[config.mk]
export PLATFORM = sky130hd
export DESIGN_NAME = ubx_fb_queue
export DESIGN_NICKNAME = d
export VERILOG_FILES = /design/src/rtl/ubx_fb_pkg.sv /design/src/rtl/ubx_fb_queue.sv
export SDC_FILE = /design/constraint.sdc
export NUM_CORES = 1
export LEC_CHECK = 0
export BUFFER_PORTS_ARGS = -buffer_cell sky130_fd_sc_hd__buf_2
export CORE_MARGIN = 2
export CORE_UTILIZATION = 56
export DETAILED_ROUTE_END_ITERATION = 8
export MAX_ROUTING_LAYER = met4
export PLACE_DENSITY_LB_ADDON = 0.12
export SLEW_MARGIN = 20
export SYNTH_ARGS = -nofsm -noshare
export SYNTH_HDL_FRONTEND = slang
export SYNTH_SLANG_ARGS = --single-unit
export TNS_END_PERCENT = 5
[constraint.sdc]
create_clock -name clk -period 1.91 [get_ports clk]
set_input_delay 0.382 -clock clk [delete_from_list [all_inputs] [get_ports clk]]
set_output_delay 0.382 -clock clk [all_outputs]
set_load 0.02 [all_outputs]
[src/rtl/ubx_fb_pkg.sv]
package ubx_fb_pkg;

    localparam int ByteWidth     = 8;
    localparam int CountWidth    = 16;
    localparam int CfgIndexWidth = 1;
    localparam int CfgDataWidth  = 8;
    localparam int QueueDepth    = 4;

    localparam logic [ByteWidth-1:0] SyncFirstReset  = 8'd181;
    localparam logic [ByteWidth-1:0] SyncSecondReset = 8'd98;

    localparam logic [CfgIndexWidth-1:0] RegSyncFirst  = 1'b0;
    localparam logic [CfgIndexWidth-1:0] RegSyncSecond = 1'b1;

    typedef enum logic [5:0] {
        PH_IDLE    = 6'b000001,
        PH_SKIP1   = 6'b000010,
        PH_ID      = 6'b000100,
        PH_LENH    = 6'b001000,
        PH_LENL    = 6'b010000,
        PH_PAYLOAD = 6'b100000
    } phase_t;

    typedef enum logic [1:0] {
        KIND_ID     = 2'd0,
        KIND_BYTE   = 2'd1,
        KIND_FINISH = 2'd2
    } kind_t;

    typedef struct packed {
        kind_t                kind;
        logic [ByteWidth-1:0] data;
        logic [ByteWidth-1:0] sum_a;
        logic [ByteWidth-1:0] sum_b;
    } entry_t;

    typedef struct packed {
        logic empty;
        logic full;
    } queue_status_t;

endpackage

[src/rtl/ubx_fb_queue.sv]
module ubx_fb_queue
    import ubx_fb_pkg::*;
#(
    parameter int DEPTH = QueueDepth
)
(
    input  logic          clk,
    input  logic          rst_n,
    input  logic          push,
    input  entry_t        push_entry,
    input  logic          pop,
    output entry_t        head,
    output queue_status_t status
);

    localparam int PtrWidth   = (DEPTH > 1) ? $clog2(DEPTH) : 1;
    localparam int CountWidth = $clog2(DEPTH + 1);
    localparam logic [PtrWidth-1:0]   LastPtr   = PtrWidth'(DEPTH - 1);
    localparam logic [CountWidth-1:0] FullCount = CountWidth'(DEPTH);

    entry_t                slots_reg [DEPTH];
    logic [PtrWidth-1:0]   wr_ptr_reg, wr_ptr_next;
    logic [PtrWidth-1:0]   rd_ptr_reg, rd_ptr_next;
    logic [CountWidth-1:0] fill_reg, fill_next;

    assign head         = slots_reg[rd_ptr_reg];
    assign status.empty = (fill_reg == '0);
    assign status.full  = (fill_reg == FullCount);

    always_comb
    begin
        wr_ptr_next = wr_ptr_reg;
        rd_ptr_next = rd_ptr_reg;
        fill_next   = fill_reg;
        if (push)
        begin
            wr_ptr_next = (wr_ptr_reg == LastPtr) ? '0 : wr_ptr_reg + 1'b1;
        end
        if (pop)
        begin
            rd_ptr_next = (rd_ptr_reg == LastPtr) ? '0 : rd_ptr_reg + 1'b1;
        end
        if (push && !pop)
        begin
            fill_next = fill_reg + 1'b1;
        end
        else if (pop && !push)
        begin
            fill_next = fill_reg - 1'b1;
        end
    end

    always_ff @(posedge clk or negedge rst_n)
    begin
        if (!rst_n)
        begin
            wr_ptr_reg <= '0;
            rd_ptr_reg <= '0;
            fill_reg   <= '0;
        end
        else
        begin
            wr_ptr_reg <= wr_ptr_next;
            rd_ptr_reg <= rd_ptr_next;
            fill_reg   <= fill_next;
        end
    end

    always_ff @(posedge clk)
    begin
        if (push)
        begin
            slots_reg[wr_ptr_reg] <= push_entry;
        end
    end

    a_no_overflow: assert property (@(posedge clk) disable iff (!rst_n)
        !(push && status.full))
        else $error("push into a full queue");

    a_no_underflow: assert property (@(posedge clk) disable iff (!rst_n)
        !(pop && status.empty))
        else $error("pop from an empty queue");

    a_fill_bound: assert property (@(posedge clk) disable iff (!rst_n)
        fill_reg <= FullCount)
        else $error("queue fill count out of range");

endmodule

# Word level (Yosys, flattened, before mapping)
# Memory sizes are Yosys's and may differ from the RTL's.
# Index checks and enable logic that the tools add are counted.
word_totals:
  mem_count: 1
  ram_bits: 104
  input_bits: 30
  out_inout_bits: 28
  wordCells: 23
  latch_bits: 0
  mem_bits_ro: 0
  regBits: 7
memory_table:
  columns: ["memory", "depth", "word_bits", "read_ports", "rd_clocked_by_memory_dff", "wr", "line_no", "source"]
  rows:
  - ["slots_reg", 4, 26, 1, 0, 1, "ubx_fb_queue.sv:21", "entry_t slots_reg [DEPTH];"]
op_classes:
  n_reduce_logical: 6
  muxes: 6
  multipliers: 0
  n_div: 0
  shift: 0
  eq_ne: 3
  bitwise: 0
  n_addsub: 4
  n_lt_le_gt_ge: 0
ops:
  columns: ["cell", "count"]
  rows:
  - ["two-way mux 3 bit", 2]
  - ["adder 2 x 1 -> 2 bit, second input constant", 2]
  - ["equality test 2 bit, second input constant", 2]
  - ["two-way mux 2 bit", 2]
  - ["adder 3 x 1 -> 3 bit, second input constant", 1]
  - ["equality test 3 bit, second input constant", 1]
  - ["zero test 3 bit", 1]
  - ["subtractor 3 x 1 -> 3 bit, second input constant", 1]
  - ["logical AND 1 bit", 2]
  - ["zero test 1 bit", 2]
  - ["two-way mux 1 bit", 2]
  - ["nonzero test 2 bit", 1]

# Longest topological paths before layout
depth:
  ltp_word: 4
  mapped_depth: 7
  depth_no_buf: 7

# Worst setup path before layout
# OpenSTA, ideal clock, no wires.
synth_path:
  kind: "flip-flop to flip-flop"
  from: "reg wr_ptr_reg[0]"
  to: "mem slots_reg[2][0] (netlist bit), enable pin"
  path_stages_with_launch: 4
  required_time_ps: 1525
  t_arrival_ps: 1273
  path_slack_ps: 252
  period_less_slack_ps: 1658
  path_buffers: 0
  setup_time_ps: 385
  path_cell_list: "dfrtp_1 inv_1 ha_1 and2_1"
synth_lines:
  columns: ["item", "line_no", "source"]
  rows:
  - ["from (decl)", "ubx_fb_queue.sv:22", "logic [PtrWidth-1:0] wr_ptr_reg, wr_ptr_next;"]
  - ["from (signal assigned)", "ubx_fb_queue.sv:63", "wr_ptr_reg <= wr_ptr_next;"]
  - ["to (decl)", "ubx_fb_queue.sv:21", null]
# No word-level cell before the write port.

==> impl_metrics.yaml <==
global_routing:
  grt_pass1_wl_um: 11200
  overflow: 0
  antenna_found_initial: 0
  grtUsageTotal_pct: 18.9
  grt_pass1_vias: 2112
  grt_max_degree: 19
worst_hold_path:
  min_from: "push_entry[24]"
  hold_class: "input pin to flip-flop"
cells_and_area:
  largest_reg_flops: 104
  finish.utilization_pct: 67.3
  num_antenna_cells: 0
  finalNetCount: 285
  syn_to_final_growth_pct: 15.7
  final_common_cell: "edfxtp_1"
  multiInputGateArea_um2: 830
  seqCellArea_um2: 3300
  fillers: 483
  drive_gt1_share_pct: 42.7
  layout_common_cells: "104 x edfxtp_1, 52 x buf_2, 20 x mux4_2"
drt:
  wl_um: 6890
  ant_nets: 0
  dr.pass1.iters: 4
  first_iter_violations: 134
  vias: 1938
  detail_route.wl_per_cell_um: 19.6
  drc: 0
  vias_per_cell: 5.51
timing:
  setup_viol: 26
  fmax_ghz: 0.484
  grt_setup_unrepaired: "true"
  maxSlewViolCount: 0
  period_share_pct: 108
  whs_ps: 237
  final.min_clock_period_ps: 2060
  finalClockSkew_ps: 8.41
  relSlewSlack_pct: 84.2
  hold_viol_final: 0
  tns_ps: -2800
  setup_ws_ps: -155
  worst_pin_slew_ps: 237
clocking:
  cts.path.max_buffers: 2
  cts_buffers: 9
  cts_max_level: 3
  path_clk_slew_ps: 100
  cts_sinks: 111
  cts_root_buffer: "clkbuf_8"
  clkLatencyLatePin_ps: 350
  cts_tree: "built"
worst_setup_path:
  critPathCaptureType: "primary output"
  rr_startpoint: "wr_ptr_reg[0]$_DFFE_PN0P_"
  worst-path-max-fanout: 14
  cp.arrival_ps: 1680
  worstSetupStartpointType: "flip-flop"
  critPathLaunch: "rd_ptr_reg[0]$_DFFE_PN0P_"
  critical_path_class: "flip-flop to primary output"
  required_ps: 1530
power:
  p_total_uw: 7030
  power.density_nw_per_um2: 1440
  p_leak_uw: 0.00174
  vdd_drop_max_uv: 711
synthesis:
  muxShareOfSynthArea_pct: 15.4
  ys_warn_count: 0
  ys_ff_latch: 111
  synthesis.area_um2: 4220
  synthXorXnorAreaFrac_pct: 0.623
  syn_inst: 173
  synth.avg_cell_area_um2: 24.4
  synth_top_family_by_area: "multiplexers"
  ys_seq_area_share_pct: 78.2
  synth.distinct_cells: 19
  synthAdderAreaFrac_pct: 2.26
  synthSimpleGateAreaFrac_pct: 1.34
  synth_fp_nets: 210
  synth_compound_area_share_pct: 0.237
die:
  start_util_pct: 58.1
  core.rowCount: 31
  die_h_um: 90.8
  io_pins: 58
  dieArea_um2: 8240
  die_w_um: 90.8
  core_um2: 7250
status:
  violations: "setup timing"
  outcome: "finished, violations left"
placed_design:
  finalWeightedCongestion: 0.749
  hpwl_um: 4690
  pre_cts_ws_ps: 193
  port_buffers: 57
run:
  drv_cap: 0
-- cells in the mapped netlist --
library cell / count / area [µm²]
mux4_1: 8 / 210
nand2_1: 2 / 7.51
buf_12: 2 / 40.0
o21ai_0: 2 / 10.0
dfrtp_1: 7 / 175
nor3_1: 1 / 5.00
and2_1: 4 / 25.0
mux2_2: 3 / 33.8
mux4_2: 18 / 405
fa_1: 1 / 20.0
buf_6: 1 / 11.3
edfxtp_1: 104 / 3120
xor2_1: 2 / 17.5
xnor2_1: 1 / 8.76
buf_2: 3 / 15.0
nor3b_1: 1 / 7.51
ha_1: 6 / 75.1
nor2_1: 3 / 11.3
inv_1: 4 / 15.0
-- timing repair --
| item | in CTS | in global routing |
|---|---|---|
| gates resized for setup | 0 | 12 |
| hold endpoints to repair | 7 | 0 |
| buffers inserted | 0 | 0 |
| endpoints found under the setup margin | 26 | 26 |
| hold buffers | 1 | 0 |
-- cell families (layout without fill, tap and decap cells) --
family          after synthesis  in the layout
compound gates                2              2
buf+inv                      10             90
simple gates                 11             11
xor+xnor                      3              3
flops                       111            111
fa+ha+maj                     7              7
mux                          29             29
-- path summary, 6_finish.rpt --
path	to	slack, ps	depth (start not counted)
worst min-delay path	slots_reg[2][24]$_DFFE_PP_	240	1
worst max register to register	slots_reg[0][15]$_DFFE_PP_	530	4
worst max-delay path	head[8]	-150	3
worst min register to register	fill_reg[2]$_DFFE_PN0P_	510	1
min in group asynchronous	wr_ptr_reg[0]$_DFFE_PN0P_	390	2
max in group asynchronous	rd_ptr_reg[0]$_DFFE_PN0P_	1330	2
-- per-layer routing --
layer / track usage, % / vias up / part of all wire [%]
met2: 31.5 / 54 / 53
met5: - / - / 0
met3: 4.34 / 11 / 3.9
li1: - / 867 / -
met4: 5.05 / 0 / 1.4
met1: 23.8 / 1006 / 42
-- power by group --
part / switching (µW) / internal (µW) / total (µW)
Combinational: 1370 / 1160 / 2530
Clock: 739 / 480 / 1220
Sequential: 153 / 3130 / 3290
Total: 2260 / 4770 / 7030
-- worst max-delay path: stages (launching register included) --
cell	delay, ps
dfrtp_2	420
buf_12	170
mux4_1	570
buf_2	180
-- metrics by stage --
step,instances,area (µm²)
global placement,335,4680
floorplan,173,4220
CTS,352,4860
global route,352,4880
finish,352,4880
detailed placement,335,4680
-- cell type report --
class	instances	share of cell area, %
Tap cell	99	2.54
Inverter	4	0.308
Sequential cell	111	67.6
Multi-Input combinational cell	52	17.0
Clock inverter	6	0.872
Timing Repair Buffer	70	9.05
Clock buffer	10	2.62
Power figures use the tool's default switching activity.
